`config.mk`:
```
export PLATFORM = sky130hd
export DESIGN_NAME = console_line_discipline
export DESIGN_NICKNAME = d
export VERILOG_FILES = /design/src/sv/cld_pkg.sv /design/src/sv/console_line_discipline.sv /design/src/sv/cld_line_ram.sv /design/src/sv/cld_editor.sv
export VERILOG_INCLUDE_DIRS = /design/src /design/src/sv
export SDC_FILE = /design/constraint.sdc
export NUM_CORES = 1
export LEC_CHECK = 0
export BUFFER_PORTS_ARGS = -buffer_cell sky130_fd_sc_hd__buf_2
export CELL_PAD_IN_SITES_DETAIL_PLACEMENT = 2
export CELL_PAD_IN_SITES_GLOBAL_PLACEMENT = 2
export CORE_MARGIN = 2
export CORE_UTILIZATION = 30
export DETAILED_ROUTE_END_ITERATION = 10
export GPL_TIMING_DRIVEN = 0
export HOLD_SLACK_MARGIN = 0.08
export PLACE_DENSITY = 0.57
export SLEW_MARGIN = 25
export SYNTH_ARGS = -nofsm -noshare
export SYNTH_HDL_FRONTEND = slang
export SYNTH_SLANG_ARGS = --single-unit
```
`constraint.sdc`:
```
create_clock -name clk -period 3.95 [get_ports clk]
set_input_delay 0.395 -clock clk [delete_from_list [all_inputs] [get_ports clk]]
set_output_delay 0.395 -clock clk [all_outputs]
set_load 0.005 [all_outputs]
```
`src/sv/console_line_discipline_macros.svh`:
```
// ----------------------------------------------------------------------------
// console_line_discipline_macros.svh
// Assertion helpers for the console line discipline. The checks are
// clocked on clk and held off while arst_n is low.
// ----------------------------------------------------------------------------
`ifndef CONSOLE_LINE_DISCIPLINE_MACROS_SVH
`define CONSOLE_LINE_DISCIPLINE_MACROS_SVH

`ifndef SYNTHESIS

// same-cycle implication
`define CLD_ASSERT_NOW(lbl, ante, cons) \
	lbl: assert property (@(posedge clk) disable iff (!arst_n) (ante) |-> (cons)) \
		else $error("line discipline check failed");

// next-cycle implication
`define CLD_ASSERT_NEXT(lbl, ante, cons) \
	lbl: assert property (@(posedge clk) disable iff (!arst_n) (ante) |=> (cons)) \
		else $error("line discipline check failed");

`else

`define CLD_ASSERT_NOW(lbl, ante, cons)
`define CLD_ASSERT_NEXT(lbl, ante, cons)

`endif

`endif

```
`src/sv/cld_pkg.sv`:
```
// ----------------------------------------------------------------------------
// cld_pkg
// Shared constants, types and pointer helpers for the console line discipline.
// ----------------------------------------------------------------------------
`default_nettype none

package cld_pkg;

	// ring geometry; pointers count modulo twice the depth
	localparam int BUFFER_DEPTH = 128;
	localparam int PTR_SPAN     = 2 * BUFFER_DEPTH;
	localparam int PTR_W        = $clog2(PTR_SPAN);
	localparam int SLOT_W       = $clog2(BUFFER_DEPTH);

	// register port
	localparam int ADDR_W       = 3;
	localparam int DATA_W       = 32;
	localparam logic [ADDR_W-3:0] REG_CR_MAP = '0;

	typedef logic [PTR_W-1:0]  ptr_t;
	typedef logic [SLOT_W-1:0] slot_t;

	// character codes
	localparam logic [7:0] KEY_NUL    = 8'h00;
	localparam logic [7:0] KEY_CTRL_B = 8'h02;
	localparam logic [7:0] KEY_CTRL_D = 8'h04;
	localparam logic [7:0] KEY_CTRL_E = 8'h05;
	localparam logic [7:0] KEY_CTRL_H = 8'h08;
	localparam logic [7:0] KEY_NL     = 8'h0A;
	localparam logic [7:0] KEY_CTRL_K = 8'h0B;
	localparam logic [7:0] KEY_CR     = 8'h0D;
	localparam logic [7:0] KEY_CTRL_P = 8'h10;
	localparam logic [7:0] KEY_CTRL_Q = 8'h11;
	localparam logic [7:0] KEY_CTRL_U = 8'h15;
	localparam logic [7:0] KEY_DEL    = 8'h7F;

	// action codes
	localparam logic ACT_KEY  = 1'b0;
	localparam logic ACT_READ = 1'b1;

	// dump request codes
	localparam logic [2:0] DUMP_NONE  = 3'd0;
	localparam logic [2:0] DUMP_PROC  = 3'd1;
	localparam logic [2:0] DUMP_FILES = 3'd2;
	localparam logic [2:0] DUMP_ALLOC = 3'd3;
	localparam logic [2:0] DUMP_BUFS  = 3'd4;
	localparam logic [2:0] DUMP_PHYS  = 3'd5;

	// one result word
	typedef struct packed {
		logic       echo_valid;
		logic [7:0] echo_char;
		logic [7:0] erase_count;
		logic       line_ready;
		logic [2:0] dump_request;
		logic       read_empty;
		logic       read_valid;
		logic [7:0] read_byte;
		logic       read_end;
	} res_t;

	// line store access
	typedef struct packed {
		logic       we;
		slot_t      waddr;
		logic [7:0] wdata;
		logic       re;
		slot_t      raddr;
	} mem_req_t;

	function automatic ptr_t ptr_inc(ptr_t p);
		return (p == ptr_t'(PTR_SPAN - 1)) ? '0 : p + ptr_t'(1);
	endfunction

	function automatic ptr_t ptr_dec(ptr_t p);
		return (p == '0) ? ptr_t'(PTR_SPAN - 1) : p - ptr_t'(1);
	endfunction

	function automatic slot_t ptr_slot(ptr_t p);
		return (p >= ptr_t'(BUFFER_DEPTH)) ? SLOT_W'(p - ptr_t'(BUFFER_DEPTH))
			: SLOT_W'(p);
	endfunction

	// a - b modulo the pointer span
	function automatic ptr_t ptr_dist(ptr_t a, ptr_t b);
		logic [PTR_W:0] wide;
		wide = {1'b0, a} + (PTR_W + 1)'(PTR_SPAN) - {1'b0, b};
		return (a >= b) ? a - b : wide[PTR_W-1:0];
	endfunction

	function automatic logic [7:0] sat8(ptr_t n);
		logic [PTR_W+7:0] wide;
		wide = (PTR_W + 8)'(n);
		return (wide > (PTR_W + 8)'(255)) ? 8'hFF : wide[7:0];
	endfunction

	function automatic logic [2:0] dump_code(logic [7:0] c);
		logic [2:0] d;
		unique case (c)
			KEY_CTRL_P: d = DUMP_PROC;
			KEY_CTRL_E: d = DUMP_FILES;
			KEY_CTRL_K: d = DUMP_ALLOC;
			KEY_CTRL_B: d = DUMP_BUFS;
			KEY_CTRL_Q: d = DUMP_PHYS;
			default:    d = DUMP_NONE;
		endcase
		return d;
	endfunction

endpackage

`default_nettype wire

```
`src/sv/console_line_discipline.sv`:
```
// A word is accepted in ST_IDLE; its result is registered in ST_EXEC once the
//   output is free, and out_valid rises with it.
// A new word is not taken until the last one's pointer update is done, after the
//   line store's registered read; a held result stalls the update.
// Reset (arst_n low, asynchronous): read, commit and edit pointers go to zero,
//   cr_maps_to_newline goes to 1; the line store is not cleared.
// ----------------------------------------------------------------------------
// console_line_discipline
// Canonical console line editor on a ring buffer with read, commit and edit
// pointers, a line store memory and an APB-style register port.
// ----------------------------------------------------------------------------
`default_nettype none

`include "console_line_discipline_macros.svh"

module console_line_discipline (
	input  wire                          clk,
	input  wire                          arst_n,

	// APB-style register port
	input  wire                          psel,
	input  wire                          penable,
	input  wire                          pwrite,
	input  wire  [cld_pkg::ADDR_W-1:0]   paddr,
	input  wire  [cld_pkg::DATA_W-1:0]   pwdata,
	output logic [cld_pkg::DATA_W-1:0]   prdata,
	output logic                         pready,

	// input words
	input  wire                          in_valid,
	output logic                         in_ready,
	input  wire                          action,
	input  wire  [7:0]                   key,
	input  wire                          read_started,

	// result words
	output logic                         out_valid,
	input  wire                          out_ready,
	output logic                         echo_valid,
	output logic [7:0]                   echo_char,
	output logic [7:0]                   erase_count,
	output logic                         line_ready,
	output logic [2:0]                   dump_request,
	output logic                         read_empty,
	output logic                         read_valid,
	output logic [7:0]                   read_byte,
	output logic                         read_end
);
	import cld_pkg::*;

	logic     cr_map_q;
	logic     reg_sel;
	mem_req_t mem_req;
	logic [7:0] mem_rdata;
	res_t     res;

	// ---------------------------------------------------------------------
	// Register port. Only cr_maps_to_newline exists, at byte address 0;
	// pready is tied high so every access completes in its access cycle.
	// ---------------------------------------------------------------------
	assign pready  = 1'b1;
	assign reg_sel = (paddr[ADDR_W-1:2] == REG_CR_MAP);
	assign prdata  = reg_sel ? DATA_W'(cr_map_q) : '0;

	always_ff @(posedge clk or negedge arst_n) begin
		if (!arst_n) begin
			cr_map_q <= 1'b1;
		end else if (psel && penable && pwrite && pready && reg_sel) begin
			cr_map_q <= pwdata[0];
		end
	end

	// ---------------------------------------------------------------------
	// Line store: written by stored keys, read once per accepted word at the
	// read pointer's slot. Accesses are spaced by the editor's idle/execute
	// sequence, so a read never meets a write to the same slot in flight.
	// ---------------------------------------------------------------------
	cld_line_ram u_ram (
		.clk   (clk),
		.req   (mem_req),
		.rdata (mem_rdata)
	);

	// ---------------------------------------------------------------------
	// Editor: decodes the word, moves the pointers and holds the result.
	// ---------------------------------------------------------------------
	cld_editor u_editor (
		.clk          (clk),
		.arst_n       (arst_n),
		.in_valid     (in_valid),
		.in_ready     (in_ready),
		.action       (action),
		.key          (key),
		.read_started (read_started),
		.cr_map       (cr_map_q),
		.mem_req      (mem_req),
		.mem_rdata    (mem_rdata),
		.out_valid    (out_valid),
		.out_ready    (out_ready),
		.res          (res)
	);

	assign echo_valid   = res.echo_valid;
	assign echo_char    = res.echo_char;
	assign erase_count  = res.erase_count;
	assign line_ready   = res.line_ready;
	assign dump_request = res.dump_request;
	assign read_empty   = res.read_empty;
	assign read_valid   = res.read_valid;
	assign read_byte    = res.read_byte;
	assign read_end     = res.read_end;

	// ---------------------------------------------------------------------
	// Checks
	// ---------------------------------------------------------------------
	// one word in flight: no accept in the cycle after an accept
	`CLD_ASSERT_NEXT(a_one_in_flight, in_valid && in_ready, !in_ready)
	// the store is written only while a word is being executed
	`CLD_ASSERT_NOW(a_write_not_idle, mem_req.we, !in_ready && !mem_req.re)
	// a committed line always comes with the stored character echoed
	`CLD_ASSERT_NOW(a_commit_echoes, out_valid && line_ready, echo_valid && !read_valid)

endmodule

`default_nettype wire

```
`src/sv/cld_line_ram.sv`:
```
// ----------------------------------------------------------------------------
// cld_line_ram
// Line store: one write port, one read port, registered read data.
// ----------------------------------------------------------------------------
`default_nettype none

module cld_line_ram (
	input  wire               clk,
	input  cld_pkg::mem_req_t req,
	output logic [7:0]        rdata
);
	import cld_pkg::*;

	logic [7:0] mem [BUFFER_DEPTH];

	always_ff @(posedge clk) begin
		if (req.we) begin
			mem[req.waddr] <= req.wdata;
		end
		if (req.re) begin
			rdata <= mem[req.raddr];
		end
	end

endmodule

`default_nettype wire

```
`src/sv/cld_editor.sv`:
```
// ----------------------------------------------------------------------------
// cld_editor
// Pointer state, key/read decode, line store access and the result register.
// ----------------------------------------------------------------------------
`default_nettype none

module cld_editor (
	input  wire               clk,
	input  wire               arst_n,
	input  wire               in_valid,
	output logic              in_ready,
	input  wire               action,
	input  wire  [7:0]        key,
	input  wire               read_started,
	input  wire               cr_map,
	output cld_pkg::mem_req_t mem_req,
	input  wire  [7:0]        mem_rdata,
	output logic              out_valid,
	input  wire               out_ready,
	output cld_pkg::res_t     res
);
	import cld_pkg::*;

	typedef enum logic {
		ST_IDLE,
		ST_EXEC
	} state_t;

	state_t     state_q;
	ptr_t       rd_q, cm_q, ed_q;
	logic       action_s1;
	logic [7:0] key_s1;
	logic       started_s1;
	res_t       res_q;
	logic       out_valid_q;

	logic       accept, out_free, exec;
	ptr_t       rd_n, cm_n, ed_n, ed_inc;
	res_t       res_n;
	logic [7:0] ch;
	logic [2:0] dump;

	assign in_ready  = (state_q == ST_IDLE);
	assign accept    = in_valid && in_ready;
	assign out_free  = !out_valid_q || out_ready;
	assign exec      = (state_q == ST_EXEC) && out_free;
	assign out_valid = out_valid_q;
	assign res       = res_q;

	assign dump   = dump_code(key_s1);
	assign ed_inc = ptr_inc(ed_q);
	assign ch     = (key_s1 == KEY_CR) ? KEY_NL : key_s1;

	always_comb begin
		rd_n          = rd_q;
		cm_n          = cm_q;
		ed_n          = ed_q;
		res_n         = '0;
		mem_req       = '0;
		// read the slot at the read pointer as the item comes in
		mem_req.re    = accept;
		mem_req.raddr = ptr_slot(rd_q);
		mem_req.waddr = ptr_slot(ed_q);
		mem_req.wdata = ch;

		if (action_s1 == ACT_KEY) begin
			if (dump != DUMP_NONE) begin
				res_n.dump_request = dump;
			end else if (key_s1 == KEY_CTRL_U) begin
				// the uncommitted tail never holds a newline: a newline commits
				res_n.erase_count = sat8(ptr_dist(ed_q, cm_q));
				ed_n = cm_q;
			end else if (key_s1 == KEY_CTRL_H || key_s1 == KEY_DEL) begin
				if (ed_q != cm_q) begin
					ed_n = ptr_dec(ed_q);
					res_n.erase_count = 8'd1;
				end
			end else if (key_s1 == KEY_NUL ||
					ptr_dist(ed_q, rd_q) >= ptr_t'(BUFFER_DEPTH)) begin
				// ignored
			end else if (key_s1 == KEY_CR && !cr_map) begin
				// dropped
			end else begin
				res_n.echo_valid = 1'b1;
				res_n.echo_char  = ch;
				mem_req.we       = exec;
				ed_n             = ed_inc;
				if (ch == KEY_NL || ch == KEY_CTRL_D ||
						ptr_dist(ed_inc, rd_q) == ptr_t'(BUFFER_DEPTH)) begin
					cm_n = ed_inc;
					res_n.line_ready = 1'b1;
				end
			end
		end else begin
			if (rd_q == cm_q) begin
				res_n.read_empty = 1'b1;
			end else if (mem_rdata == KEY_CTRL_D) begin
				// end of file stays for the next read if bytes went out already
				if (!started_s1) begin
					rd_n = ptr_inc(rd_q);
				end
				res_n.read_end = 1'b1;
			end else begin
				rd_n             = ptr_inc(rd_q);
				res_n.read_valid = 1'b1;
				res_n.read_byte  = mem_rdata;
				res_n.read_end   = (mem_rdata == KEY_NL);
			end
		end
	end

	always_ff @(posedge clk or negedge arst_n) begin
		if (!arst_n) begin
			state_q     <= ST_IDLE;
			rd_q        <= '0;
			cm_q        <= '0;
			ed_q        <= '0;
			out_valid_q <= 1'b0;
		end else begin
			// a new result may replace the one leaving in the same cycle
			if (exec) begin
				out_valid_q <= 1'b1;
			end else if (out_ready) begin
				out_valid_q <= 1'b0;
			end
			unique case (state_q)
				ST_IDLE: begin
					if (accept) begin
						state_q <= ST_EXEC;
					end
				end
				ST_EXEC: begin
					if (out_free) begin
						rd_q    <= rd_n;
						cm_q    <= cm_n;
						ed_q    <= ed_n;
						state_q <= ST_IDLE;
					end
				end
				default: state_q <= ST_IDLE;
			endcase
		end
	end

	// payload registers
	always_ff @(posedge clk) begin
		if (accept) begin
			action_s1  <= action;
			key_s1     <= key;
			started_s1 <= read_started;
		end
		if (exec) begin
			res_q <= res_n;
		end
	end

endmodule

`default_nettype wire
```
## Yosys cells after proc, flatten, opt, wreduce, memory -nomap -nowiden

Memories as Yosys holds them, arrays and structs flattened. A register that Yosys moved wholly into a read port is not among the register bits.
Cells that the tools add are included.

- $add $sub $neg: 13
- $lt $le $gt $ge: 6
- Equality and inequality tests: 22
- Muxes and demuxes: 39
- Bitwise gates (word level): 9
- Reductions and logical operators: 26

Operators by type and width:

| operator | count |
|---|---|
| 8-bit two-way mux | 15 |
| 8-bit subtractor | 6 |
| 8-bit by 4-bit == test with 1-bit output (second input constant) | 5 |
| 8-bit by 1-bit adder with 8-bit output (second input constant) | 4 |
| 8-bit by 3-bit == test with 1-bit output (second input constant) | 3 |
| 8-bit by 5-bit == test with 1-bit output (second input constant) | 3 |
| 8-bit == test (second input constant) | 3 |
| 8-bit >= comparator | 3 |
| 8-bit >= comparator (second input constant) | 3 |
| 1-bit two-way mux | 18 |
| 9-bit two-way mux | 2 |
| 8-bit logical NOT | 2 |
| 3-bit case mux with 5 select lines | 1 |
| 7-bit two-way mux | 2 |
| 7-bit by 1-bit subtractor with 7-bit output (second input constant) | 2 |
| 1-bit NOT | 9 |
| 9-bit AND reduction | 1 |
| 8-bit by 2-bit == test with 1-bit output (second input constant) | 1 |
| 8-bit by 7-bit == test with 1-bit output (second input constant) | 1 |
| 8-bit == test | 1 |
| 8-bit != test | 1 |
| 8-bit by 1-bit subtractor with 8-bit output (second input constant) | 1 |
| 7-bit AND reduction | 1 |
| 1-bit logical AND | 6 |
| other kinds (13) | 21 |

- Register bits: 69
- Bits in writable memories: 1024
- Output and inout port bits: 67
- Logic and storage cells: 134
- Memories kept: 1

Memory list:

| memory | depth | width | rd ports | clocked after Yosys merged registers in | wr ports | line | RTL |
|---|---|---|---|---|---|---|---|
| u_ram.mem | 128 | 8 | 1 | 1 | 1 | cld_line_ram.sv:14 | `logic [7:0] mem [BUFFER_DEPTH];` |

## Logic depth before layout (Yosys ltp)

Gate-level depths: netlist of run 1.

- Depth after elaboration: 12
- Gate-level depth with buffers: 16
- Mapped depth without buffers: 13

## Cells and area by module

Synthesis of run 1 repeated with hierarchy kept, for this count alone.

- Cells, all modules: 2154
- Area, all modules: 44746.7 µm²

Modules (own cells, without submodules):

| module | instances | cells each | area each (µm²) | sequential area each (µm²) |
|---|---|---|---|---|
| cld_line_ram | 1 | 1635 | 39745.6 | 30989.7 |
| cld_editor | 1 | 481 | 4698.3 | 1911.8 |
| console_line_discipline | 1 | 38 | 302.8 | 26.3 |

## Least setup slack after synthesis of run 1

OpenSTA, ideal clock, no wires.

- Path type: reg-to-reg
- Start: register u_editor.rd_q[1]
- End: memory u_ram.mem[96][0] (enable)
- Setup time: 395 ps
- Arrival time: 3651 ps
- Data required time: 3555 ps
- Slack: -96 ps
- Stages on the path, launching flop included: 16
- Buffers on the path: 5
- Path through: dfrtp_1 > buf_2 > buf_2 > buf_2 > buf_1 > inv_1 > ha_1 > nand3b_1 > a21oi_1 > o21ai_0 > and3_1 > o211ai_1 > nor2_2 > buf_2 > nand2_1 > nor4_1

- Word-level cells in the longest chain between the ends: 11

Ends and longest elaborated chain:

| item | line | RTL |
|---|---|---|
| from (decl) | cld_editor.sv:30 | `ptr_t rd_q, cm_q, ed_q;` |
| from (signal assigned) | cld_editor.sv:134 | `rd_q <= rd_n;` |
| 8-bit subtractor (tied with other cells) | cld_pkg.sv:87 | `wide = {1'b0, a} + (PTR_W + 1)'(PTR_SPAN) - {1'b0, b};` |
| 8-bit two-way mux * | cld_pkg.sv:88 | `return (a >= b) ? a - b : wide[PTR_W-1:0];` |
| 8-bit >= comparator * | cld_editor.sv:79 | `ptr_dist(ed_q, rd_q) >= ptr_t'(BUFFER_DEPTH)) begin` |
| 1-bit logical OR * | cld_editor.sv:78 | `end else if (key_s1 == KEY_NUL \|\|` |
| 1-bit two-way mux * | cld_editor.sv:78 |  |
| 1-bit two-way mux * | cld_editor.sv:73 | `end else if (key_s1 == KEY_CTRL_H \|\| key_s1 == KEY_DEL) begin` |
| 1-bit two-way mux * | cld_editor.sv:69 | `end else if (key_s1 == KEY_CTRL_U) begin` |
| 1-bit two-way mux * | cld_editor.sv:67 | `if (dump != DUMP_NONE) begin` |
| 1-bit two-way mux * | cld_editor.sv:66 | `if (action_s1 == ACT_KEY) begin` |
| 1-bit two-way mux * | cld_line_ram.sv:17 | `if (req.we) begin` |
| 1-bit two-way mux (not written as such) * | cld_line_ram.sv:18 | `mem[req.waddr] <= req.wdata;` |
| to (decl) | cld_line_ram.sv:14 |  |

Mark *: on every way between the ends. The rest lies on a longest branch, timed or not.

## Final worst setup path of run 1

- Start: register u_editor.rd_q[1]
- End: register u_ram.rdata[5] (read register of u_ram.mem), data pin

- Word-level cells in the longest chain between the ends: 2

Ends and longest elaborated chain:

| item | line | RTL |
|---|---|---|
| 7-bit by 1-bit subtractor with 7-bit output or 8-bit >= comparator (tied branches) | cld_pkg.sv:80 | `return (p >= ptr_t'(BUFFER_DEPTH)) ? SLOT_W'(p - ptr_t'(BUFFER_DEPTH))` |
| 7-bit two-way mux * | cld_pkg.sv:80 |  |
| to (decl) | cld_line_ram.sv:10 | `output logic [7:0] rdata` |

Marked as above.
A chain may end at the register's enable or synchronous reset.

==> metrics.md, run 1 <==
| Metric | Value |
|---|---|
| Max-Cap Viols | 0 |
| Cells after synthesis | 2222 |
| Grt ovf | 0 |
| Compound-gate portion of the synthesized area | 0.0242 |
| Fillers | 14.1k |
| Largest family of logic cells by synthesized area | multiplexers |
| Slew Limit Fails | 0 |
| Adder-Cell Fraction of Synth Area | 0.00795 |
| Ports | 119 |
| Vias | 24.8k |
| Post-route DRC | 0 |
| Cell mode on critical path | clkbuf_2 |
| Xor/xnor share of the synthesized area | 0.00592 |
| Outcome | finished clean |
| Number of port buffers | 53 |
| M3 GR Usage | 0.0432 |
| Pwr Density | 673 mW/mm^2 |
| CTS Buffer Depth | 3 |
| Critical Path End Type | flop |
| Final period utilization | 0.993 |
| Clk slew on worst S/H paths | 0.06 ns |
| Hold Violations, Final | 0 |
| Clk sinks | 1101 |
| Commonest non-fill, non-tap cell in the layout | edfxtp_1 |
| CORE AREA | 0.147 mm^2 |
| Synth Warn # | 0 |
| Worst-margin pin slew | 1.06 ns |
| CTS root buffer | clkbuf_16 |
| Post-synth top flop | edfxtp_1 |
| TritonCTS clock tree | built |
| Maximum VDD drop | 0.360 mV |
| Mean Syn Cell Area | 20.0 um^2 |
| Arrival time of the worst setup path | 4.36 ns |
| Ys async rst share | 0.0245 |
| Synthesis-to-finish area growth | 22.5% |
| Share of layout cells above drive strength 1 | 0.353 |
| Simple-gate share of the synthesized area | 0.0414 |
| Synth Cell Area | 0.0444 mm^2 |
| FF-to-FF Start | u_editor.rd_q[1] |
| Slowest cell on crit path | clkbuf_2 |
| Dpl cell area | 0.0481 mm^2 |
| Crit start category | flop |
| Post-synth EDFFs | 1074 |
| Tmin final | 3.92 ns |
| Lkg Pwr | 17.4 nW |
| DP HPWL | 108000 um |
| CTS Buf Count | 119 |
| Seq/Total Area, Yosys | 0.742 |
| Detailed router's first-iteration violation count | 2825 |
| Final core area utilization | 0.369 |
| Die width | 389 um |
| Slew margin rel. | 0.290 |
| Pre-antenna DRT Iters | 7 |
| Worst-Skew Late Latency | 0.76 ns |
| Yosys reg bits | 1101 |
| Distinct cells, synth | 61 |
| FF-to-FF path depth | 9 |
| Initial antenna violation count | 4 |
| Met2 Resource Use GR | 0.349 |
| GR peak layer | met2 |
| Proportion of synthesized area in mux cells | 0.158 |
| Grt met1 use | 0.288 |
| Reg2Reg Setup Slack | 0.03 ns |
| Worst R2R End | u_ram.rdata[5] |
| Starting density of the core | 0.301 |
| Routability cong. | 0.896 |
| Post-Route WL | 162000 um |
| First-pass GRT wire length | 224000 um |
| Design Area, Final | 0.0544 mm^2 |
| Gr usage total | 0.215 |
| Fmax | 0.255 GHz |
| Full die area | 0.151 mm^2 |
| Std cell rows | 141 |
| RSZ-0062 raised after global routing | false |
| Crit Path Class | flop to flop |
| Final nets | 2662 |
| Per-cell routed wire length | 35.2 um |
| Post-DR vias/cell | 5.38 |
| H-tree levels | 3 |
| Most frequent cells in the layout | 1074 x edfxtp_1, 293 x mux4_2, 121 x clkbuf_16 |
| CP cell instances | buf_12 -> buf_4 -> clkbuf_2 -> clkbuf_2 -> mux4_2 -> mux2i_1 -> o21ai_0 -> a211oi_1 -> a21oi_1 |
| Worst EP required | 4.38 ns |
| Die H | 389 um |
| CP peak stage delay | 0.56 ns |
| Vias in the first global route | 26.1k |
| Post-route ant nets | 0 |
| Clock Skew | 0.0428 ns |
| Sequential cell area | 0.0329 mm^2 |
| Multi-input gate area | 0.0117 mm^2 |
| Count of final setup violators | 0 |
| Pin count of the biggest net entering global routing | 69 |
| HP Class | input port to asynchronous set/reset pin |
| Maximum fanout along the worst path | 10 |
-- kinds of logic after synthesis --
family / after synthesis
buf+inv: 170
flops: 1101
compound gates: 171
mux: 333
fa+ha+maj: 27
other cells: 2
xor+xnor: 30
simple gates: 388
-- layer usage --
metal	vias to the layer above	wire length [um]
li1	9811	-
met5	-	13
met2	1062	77800
met4	2	5360
met1	13700	67200
met3	227	11800
-- Yosys cell counts (4+ instances only) --
library cell / number / area (um^2)
nor2b_1: 13 / 81.3
a21oi_1: 47 / 235
a211oi_1: 10 / 75.1
a31oi_1: 13 / 81.3
buf_6: 6 / 67.6
clkbuf_1: 50 / 188
inv_1: 17 / 63.8
buf_1: 11 / 41.3
o21ai_0: 39 / 195
a22oi_1: 24 / 180
mux2i_1: 22 / 220
a21o_1: 6 / 45.0
mux2_2: 12 / 135
nor3_1: 22 / 110
xnor2_1: 13 / 114
buf_4: 48 / 360
o211ai_1: 7 / 52.6
nor2_1: 166 / 623
and3_1: 13 / 81.3
nand2b_1: 12 / 75.1
a22o_1: 5 / 43.8
nor4_1: 11 / 68.8
buf_2: 35 / 175
and4_1: 4 / 35.0
nand3_1: 26 / 130
dfrtp_1: 26 / 651
o22ai_1: 4 / 25.0
mux2_1: 6 / 67.6
nand4_1: 5 / 31.3
edfxtp_1: 1074 / 32300
xor2_1: 17 / 149
and2_1: 27 / 169
ha_1: 25 / 313
nand2_1: 68 / 255
mux4_2: 293 / 6600
-- state kept, by name, indices dropped and copies added, names as in the netlist --
register,count
u_editor.action_s1,1
u_editor.out_valid,1
u_editor.ed_q,8
u_editor.cm_q,8
u_ram.rdata,8
u_editor.started_s1,1
u_editor.state_q,1
cr_map_q,1
u_editor.res,32
u_editor.rd_q,8
u_editor.key_s1,8
u_ram.mem,1024
-- cell type report --
class	count	area share
Antenna cell	1	0.0000460
Timing Repair Buffer	216	0.0448
Tap cell	1930	0.0444
Inverter	20	0.00175
Buffer	144	0.0210
Multi-Input combinational cell	981	0.216
Clock buffer	147	0.0571
Clock inverter	71	0.00909
Sequential cell	1101	0.606
-- critical path, delay by kind of cell, from the launching register on --
| family | cells | cell delay (ns) |
|---|---|---|
| multiplexers | 2 | 0.63 |
| AO/OA/AOI/OAI | 3 | 0.88 |
| buffers and inverters | 4 | 1.60 |
| flip-flops | 1 | 0.42 |
-- per-stage QoR --
| step | cells | setup slack (ns) | hold WS, ns | setup TNS [ns] | power, mW |
|---|---|---|---|---|---|
| finish | 4611 | 0.0265 | 0.246 | 0 | 36.6 |
| floorplan | 2252 | -0.0478 | 0.0994 | -2.50 | 20.0 |
| detailed placement | 4280 | -3.64 | 0.500 | -3104.42 | 25.8 |
| CTS | 4598 | -0.147 | 0.217 | -0.378 | 36.7 |
| global route | 4610 | 0.00277 | 0.298 | 0 | 37.6 |
| global placement | 4235 | -4.68 | 0.489 | -5514.27 | 25.5 |
-- how the worst max path moves through the flow --
stage / cells after the start / slack, ns / end / start
detailed placement: 16 / -3.64 / u_ram.mem[29][7] / u_editor.rd_q[1]
CTS: 10 / -0.15 / u_ram.rdata[4] / u_editor.rd_q[0]
global route: 7 / 0.003 / u_ram.rdata[5] / u_editor.rd_q[0]
floorplan: 15 / -0.05 / u_ram.mem[47][0] / u_editor.rd_q[1]
global placement: 12 / -4.68 / u_ram.mem[79][7] / u_editor.rd_q[2]
finish: 9 / 0.03 / u_ram.rdata[5] / u_editor.rd_q[1]
-- where the power goes --
group | switching, mW | total (mW) | internal [mW] | leakage, nW
clock network | 4.74 | 10.5 | 5.81 | 1.76
registers | 0.163 | 13.7 | 13.5 | 10.0
logic | 7.88 | 12.4 | 4.50 | 5.64
total | 12.8 | 36.6 | 23.8 | 17.4
-- timing repair --
item,in CTS,in global routing
hold buffers,15,0
resized for setup,298,42
endpoints found under the hold margin,40,0
gates cloned,1,0
pin swaps,66,5
endpoints found under the setup margin,1062,959
setup buffers,85,17
Note: power is estimated with default switching activity, not from simulation.
==> run 2: changes to the inputs <==
Settings changed: SKIP_LAST_GASP set to 1, SYNTH_HIERARCHICAL set to 1.
==> metrics.md, run 2 <==
| Metric | Value |
|---|---|
| Post-route ant nets | 0 |
| Top-count cell post-synth | edfxtp_1 |
| Worst-margin pin slew | 1.05 ns |
| Final TNS setup | 0 ns |
| Post-synth EDFFs | 1074 |
| Cell mode on critical path | mux4_2 |
| Post-synth top flop | edfxtp_1 |
| Comb pwr share | 0.335 |
| CTS Buffer Depth | 3 |
| Int Pwr | 25.7 mW |
| Seq/Total Area, Yosys | 0.736 |
| Vias in the first global route | 24.6k |
| CP peak stage delay | 0.70 ns |
| Crit start category | flop |
| Starting density of the core | 0.303 |
| Switch share | 0.326 |
| Post-route DRC | 0 |
| Hold Violations, Final | 0 |
| Arrival time of the worst setup path | 4.34 ns |
| Die width | 390 um |
| Count of final setup violators | 0 |
| Slew margin rel. | 0.299 |
| Largest family of logic cells by synthesized area | multiplexers |
| Sequential share of power | 0.363 |
| Simple-gate share of the synthesized area | 0.0373 |
| DP HPWL | 92200 um |
| Clk slew on worst S/H paths | 0.06 ns |
| CTS Buf Count | 117 |
| PnR worst setup slack | 0.0546 ns |
| Worst EP required | 4.40 ns |
| Compound-gate portion of the synthesized area | 0.0169 |
| Clk sinks | 1101 |
| Routability cong. | 0.796 |
| Initial antenna violation count | 9 |
| CORE AREA | 0.148 mm^2 |
| Share of layout cells above drive strength 1 | 0.381 |
| Grt ovf | 0 |
| Detailed router's first-iteration violation count | 2111 |
| Clock Power Share | 0.302 |
| Per-cell routed wire length | 29.8 um |
| Lkg Pwr | 17.0 nW |
| Post-Route WL | 134000 um |
| Outcome | finished clean |
| Pre-antenna DRT Iters | 5 |
| Proportion of synthesized area in mux cells | 0.175 |
| First-pass GRT wire length | 190000 um |
| Gr usage total | 0.176 |
| Distinct cells, synth | 78 |
| Clock Skew | 0.0588 ns |
| Post-place setup slack | -1.74 ns |
| Post-DR vias/cell | 5.07 |
| Ys async rst share | 0.0245 |
| Xor/xnor share of the synthesized area | 0.00470 |
| Max reg flops | 1024 |
| Net Sw Power | 12.4 mW |
| Synth Warn # | 6 |
| Final core area utilization | 0.366 |
| Hold WS | 0.302 ns |
| Crit Path Class | flop to flop |
| Most frequent cells in the layout | 1074 x edfxtp_1, 336 x mux4_2, 118 x clkbuf_16 |
| Slew Limit Fails | 0 |
| Critical Path End Type | flop |
| Ranking of synthesized cells by area | edfxtp_1 72%, mux4_2 17%, dfrtp_1 1.5%, nor2_1 1.3%, buf_4 0.97% |
| Pin count of the biggest net entering global routing | 59 |
| H-tree levels | 3 |
| Yosys reg bits | 1101 |
| Worst Setup SP | u_editor/rd_q[2] |
| HP Class | input port to asynchronous set/reset pin |
| Top cells by count, synth | 1074 x edfxtp_1, 336 x mux4_2, 156 x nor2_1 |
| Maximum fanout along the worst path | 10 |
| TritonCTS clock tree | built |
| Register bank with the most flops | u_ram/mem |
| CP cell instances | buf_4 -> clkdlybuf4s15_1 -> clkbuf_2 -> mux4_2 -> mux4_2 -> mux4_2 -> mux2_2 |
| Full die area | 0.152 mm^2 |
| RSZ-0062 raised after global routing | true |
| Max-Cap Viols | 0 |
| Adder-Cell Fraction of Synth Area | 0.00889 |
| Ports | 119 |
| Die H | 390 um |
| Pwr Density | 704 mW/mm^2 |
| Vias | 22.7k |
| Top cell type by total area after synthesis | edfxtp_1 |
| Worst-Skew Late Latency | 0.77 ns |
| Final nets | 2531 |
| Commonest non-fill, non-tap cell in the layout | edfxtp_1 |
| Synth Cell Area | 0.0447 mm^2 |
| Std cell rows | 141 |
| Number of port buffers | 53 |
| Fillers | 14.1k |
| Fmax | 0.257 GHz |
| Slowest cell on crit path | clkdlybuf4s15_1 |
| Mean Syn Cell Area | 20.8 um^2 |
| Yosys top cell area share | 0.721 |
| Synthesis-to-finish area growth | 20.8% |
| Cells after synthesis | 2154 |
| Tmin final | 3.90 ns |
| Maximum VDD drop | 0.350 mV |
| FF-to-FF Start | u_editor/rd_q[2] |
| CTS root buffer | clkbuf_16 |
| Final period utilization | 0.986 |
-- run 2: final cells by class --
| cell class | instances | area (um^2) | area share |
|---|---|---|---|
| sequential | 1101 | 32900 | 0.609 |
| multi-input combinational | 896 | 11900 | 0.220 |
| clock buffer | 131 | 2980 | 0.0551 |
| tap | 1930 | 2410 | 0.0447 |
| timing repair buffer | 150 | 1650 | 0.0306 |
| clock inverter | 90 | 1060 | 0.0196 |
| buffer | 157 | 1030 | 0.0190 |
| inverter | 26 | 101 | 0.00187 |
| antenna | 1 | 2.50 | 0.0000463 |
-- run 2: path summary, 6_finish.rpt --
path,depth (start not counted),slack (ns),end
hold reg to reg,2,0.53,u_editor/out_valid
max in group asynchronous,2,3.11,u_editor/ed_q[6]
setup / recovery,7,0.05,u_ram/rdata[2]
min in group clk,2,0.36,u_editor/key_s1[7]
setup reg to reg,7,0.05,u_ram/rdata[2]
hold / removal,2,0.30,u_editor/rd_q[5]
-- run 2: power groups by stage --
stage	sequential, mW	combinational (mW)	clock, mW
floorplan	14.1	7.40	0
global placement	14.3	11.6	0
detailed placement	14.1	12.2	0
CTS	13.9	12.7	11.8
global route	13.9	13.5	12.2
finish	13.8	12.7	11.5
-- run 2: metal layers --
metal | global-route usage | up-vias | part of all wire | routed length [um]
li1 | - | 9438 | - | -
met2 | 0.299 | 582 | 0.50 | 67300
met4 | 0.0435 | 0 | 0.023 | 3050
met3 | 0.0292 | 168 | 0.046 | 6120
met1 | 0.235 | 12500 | 0.43 | 57100
met5 | 0 | - | 0 | 0
-- run 2: worst max-delay path: cells and delay by family (launching register included) --
| kind | cells | cell delay (ns) |
|---|---|---|
| multiplexers | 4 | 1.88 |
| buffers and inverters | 3 | 1.37 |
| flip-flops | 1 | 0.36 |
-- run 2: cells by family after synthesis --
kind of cell / count (synthesis)
DFF: 1101
muxes: 356
and+or+nand+nor: 349
buffers and inverters: 187
AOI/OAI and AO/OA: 105
adders and majority gates: 30
xor gates and xnor gates: 24
other: 2
-- run 2: metrics by stage --
stage | power [mW] | std cells | instance area (um^2)
2_1_floorplan | 21.5 | 2184 | 44900
4_1_cts | 38.4 | 4468 | 53800
3_3_place_gp | 25.9 | 4167 | 47500
3_5_place_dp | 26.3 | 4204 | 48400
5_1_grt | 39.6 | 4481 | 54100
6_report | 38.1 | 4482 | 54100
-- run 2: timing repair --
item,in CTS,in global routing
hold endpoints to repair,39,0
resized for setup,232,80
endpoints found under the setup margin,1041,683
pin swaps,16,10
hold buffers,15,0
buffers inserted,32,13
